===== config.mk =====
export PLATFORM = sky130hd
export DESIGN_NAME = dual_pid_steer_drive_controller
export DESIGN_NICKNAME = d
export VERILOG_FILES = /design/src/hdl/dpsd_pkg.sv /design/src/hdl/dpsd_mac.sv /design/src/hdl/dpsd_div.sv /design/src/hdl/dual_pid_steer_drive_controller.sv
export SDC_FILE = /design/constraint.sdc
export NUM_CORES = 2
export LEC_CHECK = 0
export ABC_CLOCK_PERIOD_IN_PS = 27400
export BUFFER_PORTS_ARGS = -buffer_cell sky130_fd_sc_hd__buf_2
export CAP_MARGIN = 20
export CORE_ASPECT_RATIO = 1.5
export CORE_UTILIZATION = 44
export CTS_BUF_LIST = sky130_fd_sc_hd__clkbuf_4 sky130_fd_sc_hd__clkbuf_8
export DETAILED_ROUTE_END_ITERATION = 8
export PLACE_DENSITY = 0.59
export SYNTH_ARGS = -nofsm -noshare
export SYNTH_HDL_FRONTEND = slang
export SYNTH_SLANG_ARGS = --single-unit

===== constraint.sdc =====
create_clock -name clk_i -period 27.4 [get_ports clk_i]
set_clock_uncertainty 0.1 [all_clocks]
set_input_delay 2.74 -clock clk_i [delete_from_list [all_inputs] [get_ports clk_i]]
set_output_delay 2.74 -clock clk_i [all_outputs]
set_load 0.05 [all_outputs]

===== src/hdl/dpsd_pkg.sv =====
// Shared types and constants of the dual PID steer and drive controller.
// Used by dpsd_mac, dpsd_div and dual_pid_steer_drive_controller; depends on nothing.
package dpsd_pkg;

  // Field and datapath widths.
  localparam int unsigned DATA_W = 16;
  localparam int unsigned TOL_W  = 15;
  localparam int unsigned INT_W  = 32;
  localparam int unsigned TICK_W = 11;
  localparam int unsigned OPA_W  = 33;
  localparam int unsigned OPB_W  = 17;
  localparam int unsigned ACC_W  = 50;
  localparam int unsigned FRAC_W = 15;

  // Defaults of the top-level parameters.
  localparam int unsigned CENTER_COLUMN_DEF        = 320;
  localparam int unsigned INTEGRAL_RESET_LIMIT_DEF = 1000;

  // Loop output is (KP_SCALE*kp*e + KD_SCALE*kd*de + ki*sum) / OUT_DIVISOR.
  localparam logic signed [OPB_W-1:0] KP_SCALE    = 17'sd200;
  localparam logic signed [OPB_W-1:0] KD_SCALE    = 17'sd40000;
  localparam logic [DATA_W-1:0]       OUT_DIVISOR = 16'd51200;

  // Configuration register reset values.
  localparam logic [DATA_W-1:0]        DEPTH_SAT_RST = 16'd4000;
  localparam logic [TOL_W-1:0]         STOP_TOL_RST  = 15'd1638;
  localparam logic signed [DATA_W-1:0] KP_RST        = 16'sd256;
  localparam logic signed [DATA_W-1:0] KI_RST        = 16'sd0;
  localparam logic signed [DATA_W-1:0] KD_RST        = 16'sd0;

  // Configuration register indexes.
  typedef enum logic [2:0] {
    CFG_DEPTH_SAT = 3'd0,
    CFG_STOP_TOL  = 3'd1,
    CFG_STEER_KP  = 3'd2,
    CFG_STEER_KI  = 3'd3,
    CFG_STEER_KD  = 3'd4,
    CFG_DRIVE_KP  = 3'd5,
    CFG_DRIVE_KI  = 3'd6,
    CFG_DRIVE_KD  = 3'd7
  } cfg_idx_e;

  // Multiplier operand select and accumulator operation.
  typedef enum logic [1:0] {
    MUL_NONE = 2'd0,
    MUL_OPS  = 2'd1,
    MUL_PROD = 2'd2
  } mul_op_e;

  typedef enum logic [1:0] {
    ACC_HOLD = 2'd0,
    ACC_LOAD = 2'd1,
    ACC_ADD  = 2'd2
  } acc_op_e;

  typedef struct packed {
    mul_op_e mul_op;
    acc_op_e acc_op;
  } mac_ctl_t;

  // Request to the shared divider.
  typedef struct packed {
    logic                     start;
    logic signed [ACC_W-1:0]  num;
    logic [DATA_W-1:0]        den;
  } div_req_t;

endpackage


===== src/hdl/dpsd_mac.sv =====
// Shared multiply-accumulate unit: one registered signed multiplier and an accumulator.
// Depends on dpsd_pkg for widths and the control struct.
module dpsd_mac (
  input  logic                                  clk_i,
  input  dpsd_pkg::mac_ctl_t                    ctl_i,
  input  logic signed [dpsd_pkg::OPA_W-1:0]     a_i,
  input  logic signed [dpsd_pkg::OPB_W-1:0]     b_i,
  output logic signed [dpsd_pkg::ACC_W-1:0]     acc_o
);

  logic signed [dpsd_pkg::ACC_W-1:0] prod_q;
  logic signed [dpsd_pkg::ACC_W-1:0] acc_q;
  logic signed [dpsd_pkg::OPA_W-1:0] mul_a;
  logic signed [dpsd_pkg::ACC_W-1:0] prod_d;

  // The first operand is either the input or the previous product, so a
  // product can be scaled by a constant in the next cycle.
  assign mul_a  = (ctl_i.mul_op == dpsd_pkg::MUL_PROD) ?
                  $signed(prod_q[dpsd_pkg::OPA_W-1:0]) : a_i;
  assign prod_d = mul_a * b_i;

  // Product register.
  always_ff @(posedge clk_i) begin
    unique case (ctl_i.mul_op)
      dpsd_pkg::MUL_OPS,
      dpsd_pkg::MUL_PROD: prod_q <= prod_d;
      default:            prod_q <= prod_q;
    endcase
  end

  // Accumulator takes the registered product.
  always_ff @(posedge clk_i) begin
    unique case (ctl_i.acc_op)
      dpsd_pkg::ACC_LOAD: acc_q <= prod_q;
      dpsd_pkg::ACC_ADD:  acc_q <= acc_q + prod_q;
      default:            acc_q <= acc_q;
    endcase
  end

  assign acc_o = acc_q;

endmodule


===== src/hdl/dpsd_div.sv =====
// Shared restoring divider: signed dividend over unsigned divisor, floor quotient
// saturated to 16 bit signed, one quotient bit per cycle. Depends on dpsd_pkg.
module dpsd_div (
  input  logic                                 clk_i,
  input  logic                                 rst_ni,
  input  dpsd_pkg::div_req_t                   req_i,
  output logic                                 done_o,
  output logic signed [dpsd_pkg::DATA_W-1:0]   quo_o
);

  localparam int unsigned CNT_W = $clog2(dpsd_pkg::DATA_W);

  typedef enum logic [3:0] {
    DV_IDLE = 4'b0001,
    DV_CHK  = 4'b0010,
    DV_STEP = 4'b0100,
    DV_FIX  = 4'b1000
  } div_state_e;

  div_state_e                         state_q, state_d;
  logic                               done_q, done_d;
  logic [CNT_W-1:0]                   cnt_q, cnt_d;
  logic [dpsd_pkg::ACC_W-1:0]         mag_q, mag_d;
  logic                               neg_q, neg_d;
  logic [dpsd_pkg::DATA_W-1:0]        den_q, den_d;
  logic [dpsd_pkg::DATA_W:0]          rem_q, rem_d;
  logic [dpsd_pkg::DATA_W-1:0]        low_q, low_d;
  logic signed [dpsd_pkg::DATA_W-1:0] quo_q, quo_d;

  logic [dpsd_pkg::ACC_W-1:0]         limit;
  logic [dpsd_pkg::DATA_W:0]          trial;
  logic                               fits;
  logic [dpsd_pkg::DATA_W:0]          qfix;

  // Quotient magnitude stays within 2^15 exactly when the dividend
  // magnitude is within divisor * 2^15.
  assign limit = {{(dpsd_pkg::ACC_W - dpsd_pkg::DATA_W - dpsd_pkg::FRAC_W){1'b0}},
                  den_q, {dpsd_pkg::FRAC_W{1'b0}}};
  assign trial = {rem_q[dpsd_pkg::DATA_W-1:0], low_q[dpsd_pkg::DATA_W-1]};
  assign fits  = (trial >= {1'b0, den_q});
  assign qfix  = {1'b0, low_q} + {{dpsd_pkg::DATA_W{1'b0}}, (rem_q != '0)};

  // Sequencing of one division.
  always_comb begin
    state_d = state_q;
    done_d  = 1'b0;
    cnt_d   = cnt_q;
    mag_d   = mag_q;
    neg_d   = neg_q;
    den_d   = den_q;
    rem_d   = rem_q;
    low_d   = low_q;
    quo_d   = quo_q;
    unique case (state_q)
      DV_IDLE: begin
        if (req_i.start) begin
          neg_d   = req_i.num[dpsd_pkg::ACC_W-1];
          mag_d   = req_i.num[dpsd_pkg::ACC_W-1] ? (~req_i.num + 1'b1) : req_i.num;
          den_d   = req_i.den;
          state_d = DV_CHK;
        end
      end
      DV_CHK: begin
        if (!neg_q && (mag_q >= limit)) begin
          quo_d   = 16'sh7FFF;
          done_d  = 1'b1;
          state_d = DV_IDLE;
        end else if (neg_q && (mag_q > limit)) begin
          quo_d   = 16'sh8000;
          done_d  = 1'b1;
          state_d = DV_IDLE;
        end else begin
          rem_d   = {1'b0, mag_q[2*dpsd_pkg::DATA_W-1:dpsd_pkg::DATA_W]};
          low_d   = mag_q[dpsd_pkg::DATA_W-1:0];
          cnt_d   = '0;
          state_d = DV_STEP;
        end
      end
      DV_STEP: begin
        rem_d = fits ? (trial - {1'b0, den_q}) : trial;
        low_d = {low_q[dpsd_pkg::DATA_W-2:0], fits};
        cnt_d = cnt_q + 1'b1;
        if (cnt_q == CNT_W'(dpsd_pkg::DATA_W - 1)) begin
          state_d = DV_FIX;
        end
      end
      DV_FIX: begin
        // Round toward minus infinity for a negative dividend.
        quo_d   = neg_q ? $signed(qfix[dpsd_pkg::DATA_W-1:0] ^ {dpsd_pkg::DATA_W{1'b1}})
                          + 16'sd1
                        : $signed(low_q);
        done_d  = 1'b1;
        state_d = DV_IDLE;
      end
      default: state_d = DV_IDLE;
    endcase
  end

  // Control registers.
  always_ff @(posedge clk_i or negedge rst_ni) begin
    if (!rst_ni) begin
      state_q <= DV_IDLE;
      done_q  <= 1'b0;
      cnt_q   <= '0;
    end else begin
      state_q <= state_d;
      done_q  <= done_d;
      cnt_q   <= cnt_d;
    end
  end

  // Datapath registers.
  always_ff @(posedge clk_i) begin
    mag_q <= mag_d;
    neg_q <= neg_d;
    den_q <= den_d;
    rem_q <= rem_d;
    low_q <= low_d;
    quo_q <= quo_d;
  end

  assign done_o = done_q;
  assign quo_o  = quo_q;

endmodule


===== src/hdl/dual_pid_steer_drive_controller.sv =====
// Top level of the dual PID steer and drive controller: registers, state and sequencer.
// Depends on dpsd_pkg, dpsd_mac and dpsd_div.
//
//   Channel   Direction  Handshake             Payload
//   in        request    in_valid/in_ready     target_column, target_depth
//   out       result     out_valid/out_ready   steer_command, drive_command, at_target
//   cfg       write      cfg_we                cfg_idx, cfg_wdata
//
// One request runs from acceptance to result through four quotients on the shared
// divider (two errors and two loop outputs, with 16 bit steps, none when the quotient
// saturates), the integral update, the multiplier program S_P1 to S_P6 for each of
// the two loops and the commit. in_ready is high only while the
// sequencer is idle and no finished tick waits to commit. A finished tick waits
// until the output register is free; while its result waits there, the next
// request is taken. Reset clears all loop state and loads the register defaults.
module dual_pid_steer_drive_controller #(
  parameter int unsigned CENTER_COLUMN        = dpsd_pkg::CENTER_COLUMN_DEF,
  parameter int unsigned INTEGRAL_RESET_LIMIT = dpsd_pkg::INTEGRAL_RESET_LIMIT_DEF
) (
  input  logic                                 clk_i,
  input  logic                                 rst_ni,
  input  logic                                 in_valid_i,
  output logic                                 in_ready_o,
  input  logic signed [dpsd_pkg::DATA_W-1:0]   target_column_i,
  input  logic signed [dpsd_pkg::DATA_W-1:0]   target_depth_i,
  output logic                                 out_valid_o,
  input  logic                                 out_ready_i,
  output logic signed [dpsd_pkg::DATA_W-1:0]   steer_command_o,
  output logic signed [dpsd_pkg::DATA_W-1:0]   drive_command_o,
  output logic                                 at_target_o,
  input  logic                                 cfg_we_i,
  input  logic [2:0]                           cfg_idx_i,
  input  logic [dpsd_pkg::DATA_W-1:0]          cfg_wdata_i
);

  localparam int unsigned DW = dpsd_pkg::DATA_W;
  localparam int unsigned IW = dpsd_pkg::INT_W;

  typedef enum logic [13:0] {
    S_IDLE  = 14'b00000000000001,
    S_ERRA  = 14'b00000000000010,
    S_WAITA = 14'b00000000000100,
    S_ERRD  = 14'b00000000001000,
    S_WAITD = 14'b00000000010000,
    S_INTEG = 14'b00000000100000,
    S_P1    = 14'b00000001000000,
    S_P2    = 14'b00000010000000,
    S_P3    = 14'b00000100000000,
    S_P4    = 14'b00001000000000,
    S_P5    = 14'b00010000000000,
    S_P6    = 14'b00100000000000,
    S_PDIV  = 14'b01000000000000,
    S_PWAIT = 14'b10000000000000
  } seq_state_e;

  // Configuration registers.
  logic [DW-1:0]                 depth_sat_q;
  logic [dpsd_pkg::TOL_W-1:0]    stop_tol_q;
  logic signed [DW-1:0]          steer_kp_q, steer_ki_q, steer_kd_q;
  logic signed [DW-1:0]          drive_kp_q, drive_ki_q, drive_kd_q;

  // Loop state.
  logic signed [DW-1:0]          prev_steer_q, prev_drive_q;
  logic signed [IW-1:0]          steer_int_q, drive_int_q;
  logic [dpsd_pkg::TICK_W-1:0]   tick_q;

  // Sequencer and working registers.
  seq_state_e                    state_q, state_d;
  logic                          lane_q;
  logic                          fin_q;
  logic signed [DW-1:0]          col_q, depth_q;
  logic signed [DW-1:0]          ea_q, ed_q;
  logic signed [DW-1:0]          steer_q;

  // Output register.
  logic                          out_valid_q;
  logic signed [DW-1:0]          steer_out_q, drive_out_q;
  logic                          at_target_q;

  // Unit connections.
  dpsd_pkg::mac_ctl_t                  mac_ctl;
  logic signed [dpsd_pkg::OPA_W-1:0]   mac_a;
  logic signed [dpsd_pkg::OPB_W-1:0]   mac_b;
  logic signed [dpsd_pkg::ACC_W-1:0]   mac_acc;
  dpsd_pkg::div_req_t                  div_req;
  logic                                div_done;
  logic signed [DW-1:0]                div_quo;

  logic [DW-1:0]                 satd;
  logic signed [DW:0]            depth_clamp;
  logic signed [DW:0]            col_off;
  logic signed [IW:0]            steer_sum, drive_sum;
  logic signed [IW-1:0]          steer_sat, drive_sat;
  logic signed [DW-1:0]          cur_e, cur_prev, cur_kp, cur_ki, cur_kd;
  logic signed [IW-1:0]          cur_int;
  logic signed [DW:0]            cur_diff;
  logic                          stop;
  logic                          int_clear;
  logic                          out_free;
  logic                          in_acc;

  assign in_ready_o = (state_q == S_IDLE) && !fin_q;
  assign in_acc     = in_valid_i && in_ready_o;
  assign out_free   = !out_valid_q || out_ready_i;

  // Error numerators: zero saturation depth acts as one, depth clamps from above.
  assign satd        = (depth_sat_q == '0) ? 16'd1 : depth_sat_q;
  assign depth_clamp = ($signed({depth_q[DW-1], depth_q}) > $signed({1'b0, satd})) ?
                       $signed({1'b0, satd}) : $signed({depth_q[DW-1], depth_q});
  assign col_off     = $signed({col_q[DW-1], col_q}) - $signed((DW+1)'(CENTER_COLUMN));

  // Integral update with 32 bit saturation.
  assign steer_sum = $signed({steer_int_q[IW-1], steer_int_q})
                   + $signed({{(IW-DW+1){ea_q[DW-1]}}, ea_q});
  assign drive_sum = $signed({drive_int_q[IW-1], drive_int_q})
                   + $signed({{(IW-DW+1){ed_q[DW-1]}}, ed_q});
  assign steer_sat = (steer_sum[IW] != steer_sum[IW-1]) ?
                     {steer_sum[IW], {(IW-1){~steer_sum[IW]}}} : steer_sum[IW-1:0];
  assign drive_sat = (drive_sum[IW] != drive_sum[IW-1]) ?
                     {drive_sum[IW], {(IW-1){~drive_sum[IW]}}} : drive_sum[IW-1:0];

  // Operands of the loop currently in work.
  assign cur_e    = lane_q ? ed_q         : ea_q;
  assign cur_prev = lane_q ? prev_drive_q : prev_steer_q;
  assign cur_int  = lane_q ? drive_int_q  : steer_int_q;
  assign cur_kp   = lane_q ? drive_kp_q   : steer_kp_q;
  assign cur_ki   = lane_q ? drive_ki_q   : steer_ki_q;
  assign cur_kd   = lane_q ? drive_kd_q   : steer_kd_q;
  assign cur_diff = $signed({cur_e[DW-1], cur_e}) - $signed({cur_prev[DW-1], cur_prev});

  assign stop      = $signed({ed_q[DW-1], ed_q}) < $signed({2'b00, stop_tol_q});
  assign int_clear = tick_q > dpsd_pkg::TICK_W'(INTEGRAL_RESET_LIMIT);

  // Sequencer: next state, multiplier program and divider requests.
  always_comb begin
    state_d        = state_q;
    mac_ctl.mul_op = dpsd_pkg::MUL_NONE;
    mac_ctl.acc_op = dpsd_pkg::ACC_HOLD;
    mac_a          = '0;
    mac_b          = '0;
    div_req.start  = 1'b0;
    div_req.num    = '0;
    div_req.den    = satd;
    unique case (state_q)
      S_IDLE: begin
        if (in_acc) begin
          state_d = S_ERRA;
        end
      end
      S_ERRA: begin
        div_req.start = 1'b1;
        div_req.num   = dpsd_pkg::ACC_W'($signed({col_off, {dpsd_pkg::FRAC_W{1'b0}}}));
        div_req.den   = DW'(CENTER_COLUMN);
        state_d       = S_WAITA;
      end
      S_WAITA: begin
        if (div_done) begin
          state_d = S_ERRD;
        end
      end
      S_ERRD: begin
        div_req.start = 1'b1;
        div_req.num   = dpsd_pkg::ACC_W'($signed({depth_clamp, {dpsd_pkg::FRAC_W{1'b0}}}));
        state_d       = S_WAITD;
      end
      S_WAITD: begin
        if (div_done) begin
          state_d = S_INTEG;
        end
      end
      S_INTEG: state_d = S_P1;
      S_P1: begin
        mac_ctl.mul_op = dpsd_pkg::MUL_OPS;
        mac_a          = dpsd_pkg::OPA_W'(cur_e);
        mac_b          = dpsd_pkg::OPB_W'(cur_kp);
        state_d        = S_P2;
      end
      S_P2: begin
        mac_ctl.mul_op = dpsd_pkg::MUL_PROD;
        mac_b          = dpsd_pkg::KP_SCALE;
        state_d        = S_P3;
      end
      S_P3: begin
        mac_ctl.acc_op = dpsd_pkg::ACC_LOAD;
        mac_ctl.mul_op = dpsd_pkg::MUL_OPS;
        mac_a          = dpsd_pkg::OPA_W'(cur_diff);
        mac_b          = dpsd_pkg::OPB_W'(cur_kd);
        state_d        = S_P4;
      end
      S_P4: begin
        mac_ctl.mul_op = dpsd_pkg::MUL_PROD;
        mac_b          = dpsd_pkg::KD_SCALE;
        state_d        = S_P5;
      end
      S_P5: begin
        mac_ctl.acc_op = dpsd_pkg::ACC_ADD;
        mac_ctl.mul_op = dpsd_pkg::MUL_OPS;
        mac_a          = dpsd_pkg::OPA_W'(cur_int);
        mac_b          = dpsd_pkg::OPB_W'(cur_ki);
        state_d        = S_P6;
      end
      S_P6: begin
        mac_ctl.acc_op = dpsd_pkg::ACC_ADD;
        state_d        = S_PDIV;
      end
      S_PDIV: begin
        div_req.start = 1'b1;
        div_req.num   = mac_acc;
        div_req.den   = dpsd_pkg::OUT_DIVISOR;
        state_d       = S_PWAIT;
      end
      S_PWAIT: begin
        if (div_done) begin
          state_d = lane_q ? S_IDLE : S_P1;
        end
      end
      default: state_d = S_IDLE;
    endcase
  end

  // Sequencer control registers; fin_q marks a finished tick waiting to commit.
  always_ff @(posedge clk_i or negedge rst_ni) begin
    if (!rst_ni) begin
      state_q <= S_IDLE;
      lane_q  <= 1'b0;
      fin_q   <= 1'b0;
    end else begin
      state_q <= state_d;
      if (state_q == S_INTEG) begin
        lane_q <= 1'b0;
      end else if ((state_q == S_PWAIT) && div_done) begin
        lane_q <= 1'b1;
      end
      if ((state_q == S_PWAIT) && div_done && lane_q) begin
        fin_q <= 1'b1;
      end else if (fin_q && out_free) begin
        fin_q <= 1'b0;
      end
    end
  end

  // Working payload registers.
  always_ff @(posedge clk_i) begin
    if (in_acc) begin
      col_q   <= target_column_i;
      depth_q <= target_depth_i;
    end
    if ((state_q == S_WAITA) && div_done) begin
      ea_q <= div_quo;
    end
    if ((state_q == S_WAITD) && div_done) begin
      ed_q <= div_quo;
    end
    if ((state_q == S_PWAIT) && div_done && !lane_q) begin
      steer_q <= div_quo;
    end
  end

  // Configuration writes.
  always_ff @(posedge clk_i or negedge rst_ni) begin
    if (!rst_ni) begin
      depth_sat_q <= dpsd_pkg::DEPTH_SAT_RST;
      stop_tol_q  <= dpsd_pkg::STOP_TOL_RST;
      steer_kp_q  <= dpsd_pkg::KP_RST;
      steer_ki_q  <= dpsd_pkg::KI_RST;
      steer_kd_q  <= dpsd_pkg::KD_RST;
      drive_kp_q  <= dpsd_pkg::KP_RST;
      drive_ki_q  <= dpsd_pkg::KI_RST;
      drive_kd_q  <= dpsd_pkg::KD_RST;
    end else if (cfg_we_i) begin
      unique case (dpsd_pkg::cfg_idx_e'(cfg_idx_i))
        dpsd_pkg::CFG_DEPTH_SAT: depth_sat_q <= cfg_wdata_i;
        dpsd_pkg::CFG_STOP_TOL:  stop_tol_q  <= cfg_wdata_i[dpsd_pkg::TOL_W-1:0];
        dpsd_pkg::CFG_STEER_KP:  steer_kp_q  <= $signed(cfg_wdata_i);
        dpsd_pkg::CFG_STEER_KI:  steer_ki_q  <= $signed(cfg_wdata_i);
        dpsd_pkg::CFG_STEER_KD:  steer_kd_q  <= $signed(cfg_wdata_i);
        dpsd_pkg::CFG_DRIVE_KP:  drive_kp_q  <= $signed(cfg_wdata_i);
        dpsd_pkg::CFG_DRIVE_KI:  drive_ki_q  <= $signed(cfg_wdata_i);
        dpsd_pkg::CFG_DRIVE_KD:  drive_kd_q  <= $signed(cfg_wdata_i);
        default: ;
      endcase
    end
  end

  // Loop state: integrals grow after both errors are known, then the tick
  // commit applies the periodic clear, the stop clear and the tick count.
  always_ff @(posedge clk_i or negedge rst_ni) begin
    if (!rst_ni) begin
      prev_steer_q <= '0;
      prev_drive_q <= '0;
      steer_int_q  <= '0;
      drive_int_q  <= '0;
      tick_q       <= '0;
    end else if (state_q == S_INTEG) begin
      steer_int_q <= steer_sat;
      drive_int_q <= drive_sat;
    end else if (fin_q && out_free) begin
      prev_steer_q <= ea_q;
      prev_drive_q <= ed_q;
      if (int_clear) begin
        steer_int_q <= '0;
        tick_q      <= dpsd_pkg::TICK_W'(1);
      end else begin
        tick_q <= tick_q + 1'b1;
      end
      // The drive integral clears on the periodic clear and whenever the target is reached.
      if (int_clear || stop) begin
        drive_int_q <= '0;
      end
    end
  end

  // Output register.
  always_ff @(posedge clk_i or negedge rst_ni) begin
    if (!rst_ni) begin
      out_valid_q <= 1'b0;
    end else if (fin_q && out_free) begin
      out_valid_q <= 1'b1;
    end else if (out_ready_i) begin
      out_valid_q <= 1'b0;
    end
  end

  always_ff @(posedge clk_i) begin
    if (fin_q && out_free) begin
      steer_out_q <= steer_q;
      drive_out_q <= stop ? '0 : div_quo;
      at_target_q <= stop;
    end
  end

  assign out_valid_o     = out_valid_q;
  assign steer_command_o = steer_out_q;
  assign drive_command_o = drive_out_q;
  assign at_target_o     = at_target_q;

  // Shared arithmetic units.
  dpsd_mac u_mac (
    .clk_i (clk_i),
    .ctl_i (mac_ctl),
    .a_i   (mac_a),
    .b_i   (mac_b),
    .acc_o (mac_acc)
  );

  dpsd_div u_div (
    .clk_i  (clk_i),
    .rst_ni (rst_ni),
    .req_i  (div_req),
    .done_o (div_done),
    .quo_o  (div_quo)
  );

endmodule

## Yosys cells after proc, flatten, opt, wreduce, memory -nomap -nowiden

Cells that the tools add are included.

- Bits in registers: 589
- Output and inout bits: 35

- Add/subtract/negate cells: 11
- Multipliers: 1
- $lt $le $gt $ge: 6
- Equal/unequal tests: 41
- Multiplexer cells: 60
- Bitwise operators: 5
- Reductions and logical operators: 48

Operator list:

| operator | number |
|---|---|
| $mux 32 | 9 |
| $pmux 14 s14 | 1 |
| $mux 16 | 11 |
| $pmux 51 s3 | 1 |
| $pmux 50 s2 | 1 |
| $pmux 33 s3 | 1 |
| $pmux 16 s2 | 3 |
| $pmux 17 s5 | 1 |
| $mux 17 | 4 |
| $add 32x16->33 | 2 |
| $mux 14 | 4 |
| $add 50x1->50 const B | 1 |
| $add 50x50->50 | 1 |
| $ge 50x31->1 | 1 |
| $gt 50x31->1 | 1 |
| $mul 33x17->50 | 1 |
| $not 50->50 | 1 |
| $mux 49 | 1 |
| $pmux 17 s2 | 1 |
| $mux 33 | 1 |
| $reduce_and 2->1 | 14 |
| $mux 4 | 5 |
| $reduce_bool 2->1 | 9 |
| $ge 17x16->1 | 1 |
| other kinds (57) | 96 |

## Logic depth before layout (Yosys ltp)

- Depth in word-level cells: 8
- Gate-level depth with buffers: 45

## Hierarchy

From an unflattened synthesis, not the netlist that was laid out.

- Cells, all modules: 5564
- Area total of the unflattened synthesis: 55029.0 um^2

By module, submodules not included:

| module | instances | cells each | area each (um^2) | seq. area each (um^2) |
|---|---|---|---|---|
| dpsd_mac | 1 | 2754 | 25883.6 | 3002.9 |
| dual_pid_steer_drive_controller | 1 | 2009 | 21167.8 | 9693.0 |
| dpsd_div | 1 | 801 | 7977.7 | 3709.8 |

## Worst setup path before layout

OpenSTA, ideal clock, no wires.

- Path kind: reg2reg
- Start point: reg lane_q
- End point: reg u_mac.prod_q[49] (netlist name) (data pin)
- Setup time: 0.260 ns
- Arrival time: 11.703 ns
- Setup slack: 15.337 ns
- Stages on the path, launching flop included: 44
- Path buffers: 6
- Period minus slack after synthesis: 12.063 ns
- Path through: dfrtp_1 -> clkbuf_1 -> clkbuf_1 -> buf_1 -> clkbuf_1 -> buf_1 -> mux2_2 -> ha_1 -> fa_1 -> nor2b_1 -> o21a_1 -> o21ai_0 -> a211oi_1 -> nor2_1 -> a21oi_1 -> a21oi_1 -> a31o_2 -> a21o_1 -> [... 8 more ...] -> fa_1 -> fa_1 -> inv_1 -> fa_1 -> inv_1 -> ha_1 -> and4_1 -> a21oi_1 -> a31oi_1 -> o22ai_1 -> o21ai_0 -> a31o_2 -> a2111oi_0 -> o21bai_1 -> a21o_1 -> a221oi_1 -> o21ai_0 -> xnor2_1

- Longest elaborated chain between the ends: 5

RTL lines:

| item | RTL line | RTL |
|---|---|---|
| from (decl) | dual_pid_steer_drive_controller.sv:69 | `logic lane_q;` |
| from (signal assigned) | dual_pid_steer_drive_controller.sv:225 | `lane_q <= 1'b0;` |
| from (signal assigned) | dual_pid_steer_drive_controller.sv:230 | `lane_q <= 1'b0;` |
| from (signal assigned) | dual_pid_steer_drive_controller.sv:232 | `lane_q <= 1'b1;` |
| $mux 16, on equally long branches | dual_pid_steer_drive_controller.sv:123, dual_pid_steer_drive_controller.sv:124 |  |
| $sub 16x16->17 | dual_pid_steer_drive_controller.sv:129 | `assign cur_diff = $signed({cur_e[DW-1], cur_e}) - $signed({cur_prev[DW-1], cur_prev});` |
| $pmux 33 s3 | dual_pid_steer_drive_controller.sv:144 | `unique case (state_q)` |
| $mux 33 | dpsd_mac.sv:18 | `assign mul_a = (ctl_i.mul_op == dpsd_pkg::MUL_PROD) ?` |
| $mul 33x17->50 (*) | dpsd_mac.sv:20 | `assign prod_d = mul_a * b_i;` |
| via u_mac.prod_d (one bit) | dpsd_mac.sv:14 | `logic signed [dpsd_pkg::ACC_W-1:0] prod_d;` |
| to (signal assigned) | dpsd_mac.sv:26 | `dpsd_pkg::MUL_PROD: prod_q <= prod_d;` |
| to (signal assigned) | dpsd_mac.sv:27 | `default: prod_q <= prod_q;` |
| to (decl) | dpsd_mac.sv:11 | `logic signed [dpsd_pkg::ACC_W-1:0] prod_q;` |

The timed path passes the listed nets; every way through them passes the cells marked *.
A chain may end at the register's enable or synchronous reset.

## Final worst setup path

- Start point: reg state_q[8]
- End point: reg u_mac.prod_q[49] (netlist name) (data pin)

- Longest elaborated chain between the ends: 6

RTL lines:

| item | RTL line | RTL |
|---|---|---|
| from (decl) | dual_pid_steer_drive_controller.sv:68 | `seq_state_e state_q, state_d;` |
| from (signal assigned) | dual_pid_steer_drive_controller.sv:228 | `state_q <= state_d;` |
| $eq 14x11->1, or another cell as far along | dual_pid_steer_drive_controller.sv:144 |  |
| $reduce_or 3->1 (no source line) / $reduce_or 2->1 (equally long branches) | - |  |
| $pmux 2 s2 | dual_pid_steer_drive_controller.sv:144 |  |
| $eq 2x2->1 | dpsd_mac.sv:18 |  |
| $mux 33 | dpsd_mac.sv:18 |  |
| $mul 33x17->50 (*) | dpsd_mac.sv:20 |  |
| via u_mac.prod_d (one bit) | dpsd_mac.sv:14 |  |

Marks and branches as above.

==> key figures <==
Routing
  • DR vias/cell: 5.752
  • Metal3 WL: roughly 7.6 mm
  • Avg WL per Cell: about 23 microns
  • Detailed Routing Iterations Pass 1: 5
  • Via count: 41350
  • Drt drc: 0
  • Initial drt markers: 2994
  • Routed metal-1 wirelength: 61.65 mm
  • Top Metal Used: met5
  • Antenna Nets Post-Route: 0
  • Final wirelength: 166.2 mm
  • DR WL met2: 85.68 mm

Timing
  • Setup repair after global routing missed its margin: false
  • F_max: 80.37 MHz
  • Fin. Hold Viols: 0
  • Final period util: a little under half
  • Relative slew slack: 25.39%
  • Fin. max-slew vios: 0
  • Fin crit period: 12440 ps
  • Setup violators final: 0
  • Setup TNS: 0 ps
  • Worst Max-Slew Pin Slew: 1119 ps
  • Min Hold Slack: 320.6 ps

Min path
  • Hold wc startpoint: steer_q[12]
  • Worst Hold Path Cells: 0
  • Class of the worst hold path: reg2reg
  • Worst-case hold path end point: steer_command_o[12]

GRT
  • Largest net degree at the start of global routing: 72
  • Initial antenna violation count: 6
  • Vias in the first global route: 42680
  • Total gr overflow: 0
  • First-pass GRT wire length: 252.7 mm
  • Total GRT Usage: 27.08%

Job
  • Max_cap viols: 0

Clock tree
  • H-Tree Depth: 3
  • Post-CTS repair timing setup buffer count: 0
  • Max Buffers Root-to-Sink: 3
  • CTS root buf: clkbuf_8
  • Later-pin clock latency in the skew report: approximately 800 ps
  • CTS buffer count: 94
  • Worst-path clk slew: about 70 ps
  • Post-cts sizing count: 0
  • Clock sinks: ~590
  • TritonCTS clock tree: built
  • CTS hold repair buffers: 0

Layout
  • Area growth from synthesis to layout: 8.431%
  • Ratio of cells with drive above 1 in the final layout: around an eighth
  • Fin area: 0.05825 sq mm
  • Reg area: 0.01641 sq mm
  • Layout filler cell count: 11330
  • Multi-input gate area: 0.03415 sq mm
  • Final nets: 6439

Synth
  • Ys flop type: edfxtp_1
  • Post-synth EDFFs: 329
  • Sequential area share after synthesis: a little under a third
  • Seq cells post-synth: 589
  • Netlist cell types: 83
  • Synth Warn #: 0
  • Synth Net Count: about 6400
  • Post-synth ARST share: 44.14%
  • Post-Syn Instances: 5475
  • Synth Cell Area: 0.05372 sq mm
  • Avg Inst Size Synth: ~9.8 sq um

Critical path
  • CP max FO: 67
  • Worst Reg-to-Reg Cells: 33
  • Critical Path Source: state_q[8]
  • R2r startpoint: state_q[8]
  • Slowest stage delay, CP: around 950 ps
  • Worst Setup Start Kind: flip-flop
  • Reg2Reg Setup Slack: 14960 ps
  • Most frequent CP cell: fa_1
  • Crit path kind: reg2reg
  • Type of element capturing the critical path: flip-flop
  • Crit-path slowest cell: mux2i_1
  • Worst r2r dst: u_mac.prod_q[49]
  • WP data arrival: 12860 ps
  • Required @ worst endpoint: between 20000 and 30000 ps

Die
  • Die width: 287.3 microns
  • Initial Utilization: 44.46%
  • Core box area: ~0.12 sq mm
  • Die Y: roughly 430 microns
  • Die Area: 0.1235 sq mm
  • Ports: 91
  • Num rows: ~160

Placement
  • Final HPWL DP: 127.9 mm
  • I/O Buffers: 90
  • GP Congestion: a little over 0.9
  • Placed inst area: 0.05618 sq mm

Power and ir drop
  • Peak VDD IR: between 30 and 40 uV
  • Leakage: around 26 nW
  • Pwr/cell area: 40.40 mW/mm^2
  • Total power draw: 2.353 mW

Outcome
  • Run status: complete, no violations
-- power by group --
group	leakage, nW	internal (mW)	total (mW)	switching, mW
sequential	5.96	1.04	1.09	0.0590
clock	1.10	0.446	0.842	0.396
combinational	18.5	0.147	0.417	0.269
total	25.6	1.63	2.35	0.724
-- flip-flops by register name (all words and copies together), names as in the netlist, 17 cells and up --
name,cells
steer_int_q,32
u_div.rem_q,17
u_mac.acc_o,50
u_div.mag_q,50
u_mac.prod_q,50
drive_int_q,32
-- critical path: cells and delay by family, from the launching register on --
family | cells | cell delay [ps]
mux | 1 | 950
buf+inv | 6 | 1440
flops | 1 | 410
compound gates | 9 | 3060
simple gates | 8 | 2430
fa+ha+maj | 8 | 3580
xor+xnor | 1 | 150
-- how the worst max path moves through the flow --
stage                  endpoint  slack, ps  cells after the start
6_report       u_mac.prod_q[49]      14960                     33
5_1_grt        u_mac.prod_q[49]      14210                     33
4_1_cts        u_mac.prod_q[49]      14980                     33
3_5_place_dp   u_mac.prod_q[49]      15060                     33
3_3_place_gp   u_mac.prod_q[49]      15450                     33
2_1_floorplan  u_mac.prod_q[49]      15340                     43
-- cell usage after synthesis (46+ instances only) --
library cell | instances | area [sq um]
nand3_1 | 91 | 455.4
o21ai_0 | 235 | 1176
nor3_1 | 72 | 360.4
xnor2_1 | 149 | 1305
ha_1 | 319 | 3991
xor2_1 | 89 | 779.5
clkbuf_1 | 202 | 758.2
nand2_1 | 478 | 1794
mux2_2 | 208 | 2342
fa_1 | 541 | 10830
nand4_1 | 46 | 287.8
dfrtp_1 | 244 | 6106
nor2_1 | 564 | 2117
edfxtp_1 | 329 | 9879
a21oi_1 | 253 | 1266
inv_1 | 659 | 2474
nand2b_1 | 82 | 513.0
a21o_1 | 118 | 885.9
mux2i_1 | 73 | 730.7
-- placed cells by master (no fill, tap or decap), types with 16 or more instances in the layout --
cell	count
or2_2	29
a221o_1	39
nor2_1	562
a222oi_1	20
buf_2	89
clkinv_2	16
o22ai_1	25
xnor2_1	149
a21oi_1	244
nand2_1	477
o21bai_1	28
nor3_1	67
buf_4	86
nor4_1	23
o21a_1	38
dfrtp_1	243
or3_1	30
dfstp_2	16
fa_1	541
mux2i_1	72
edfxtp_1	329
a31oi_1	33
nand3_1	91
o31ai_1	36
inv_1	657
and3_1	43
clkbuf_4	35
clkbuf_8	106
nand4_1	46
o21ai_1	18
nand2b_1	82
mux2_2	208
o31a_1	16
a211oi_1	18
a21o_1	118
o21ai_0	235
and2_1	38
xor2_1	89
nor2b_1	45
ha_1	317
-- layout make-up --
type	count	share of cell area (%)
Sequential cell	589	28.17
Timing Repair Buffer	179	2.006
Tap cell	1580	3.394
Multi-Input combinational cell	3999	58.63
Inverter	660	4.253
Clock buffer	141	2.956
Antenna cell	5	0.02148
Clock inverter	35	0.5735
-- cells by family (layout without fill, tap and decap cells) --
logic type,count (synthesis),in the layout,share of synthesized area [%]
simple gates,1608,1608,13.75
fa+ha+maj,860,860,27.59
other cells,0,5,0
buf+inv,887,1015,6.214
flops,589,589,30.54
xor+xnor,238,238,3.880
mux,282,282,5.741
compound gates,1011,1011,12.29
-- per-stage QoR --
stage                     worst slack, ps  util [%]  instances
after detailed placement            15060     46.50       7006
after global placement              15450     46.44       7003
after floorplan                     15340         -       5475
after CTS                           14980     48.20       7182
final                               14960     48.21       7188
after global routing                14210     48.21       7186
-- layer usage --
layer | global-route usage, % | vias to the layer above
met4 | 16.87 | 4
li1 | - | 18730
met1 | 30.65 | 20820
met5 | 0 | -
met2 | 48.13 | 1331
met3 | 3.224 | 466
Note: power is estimated with default switching activity, not from simulation.
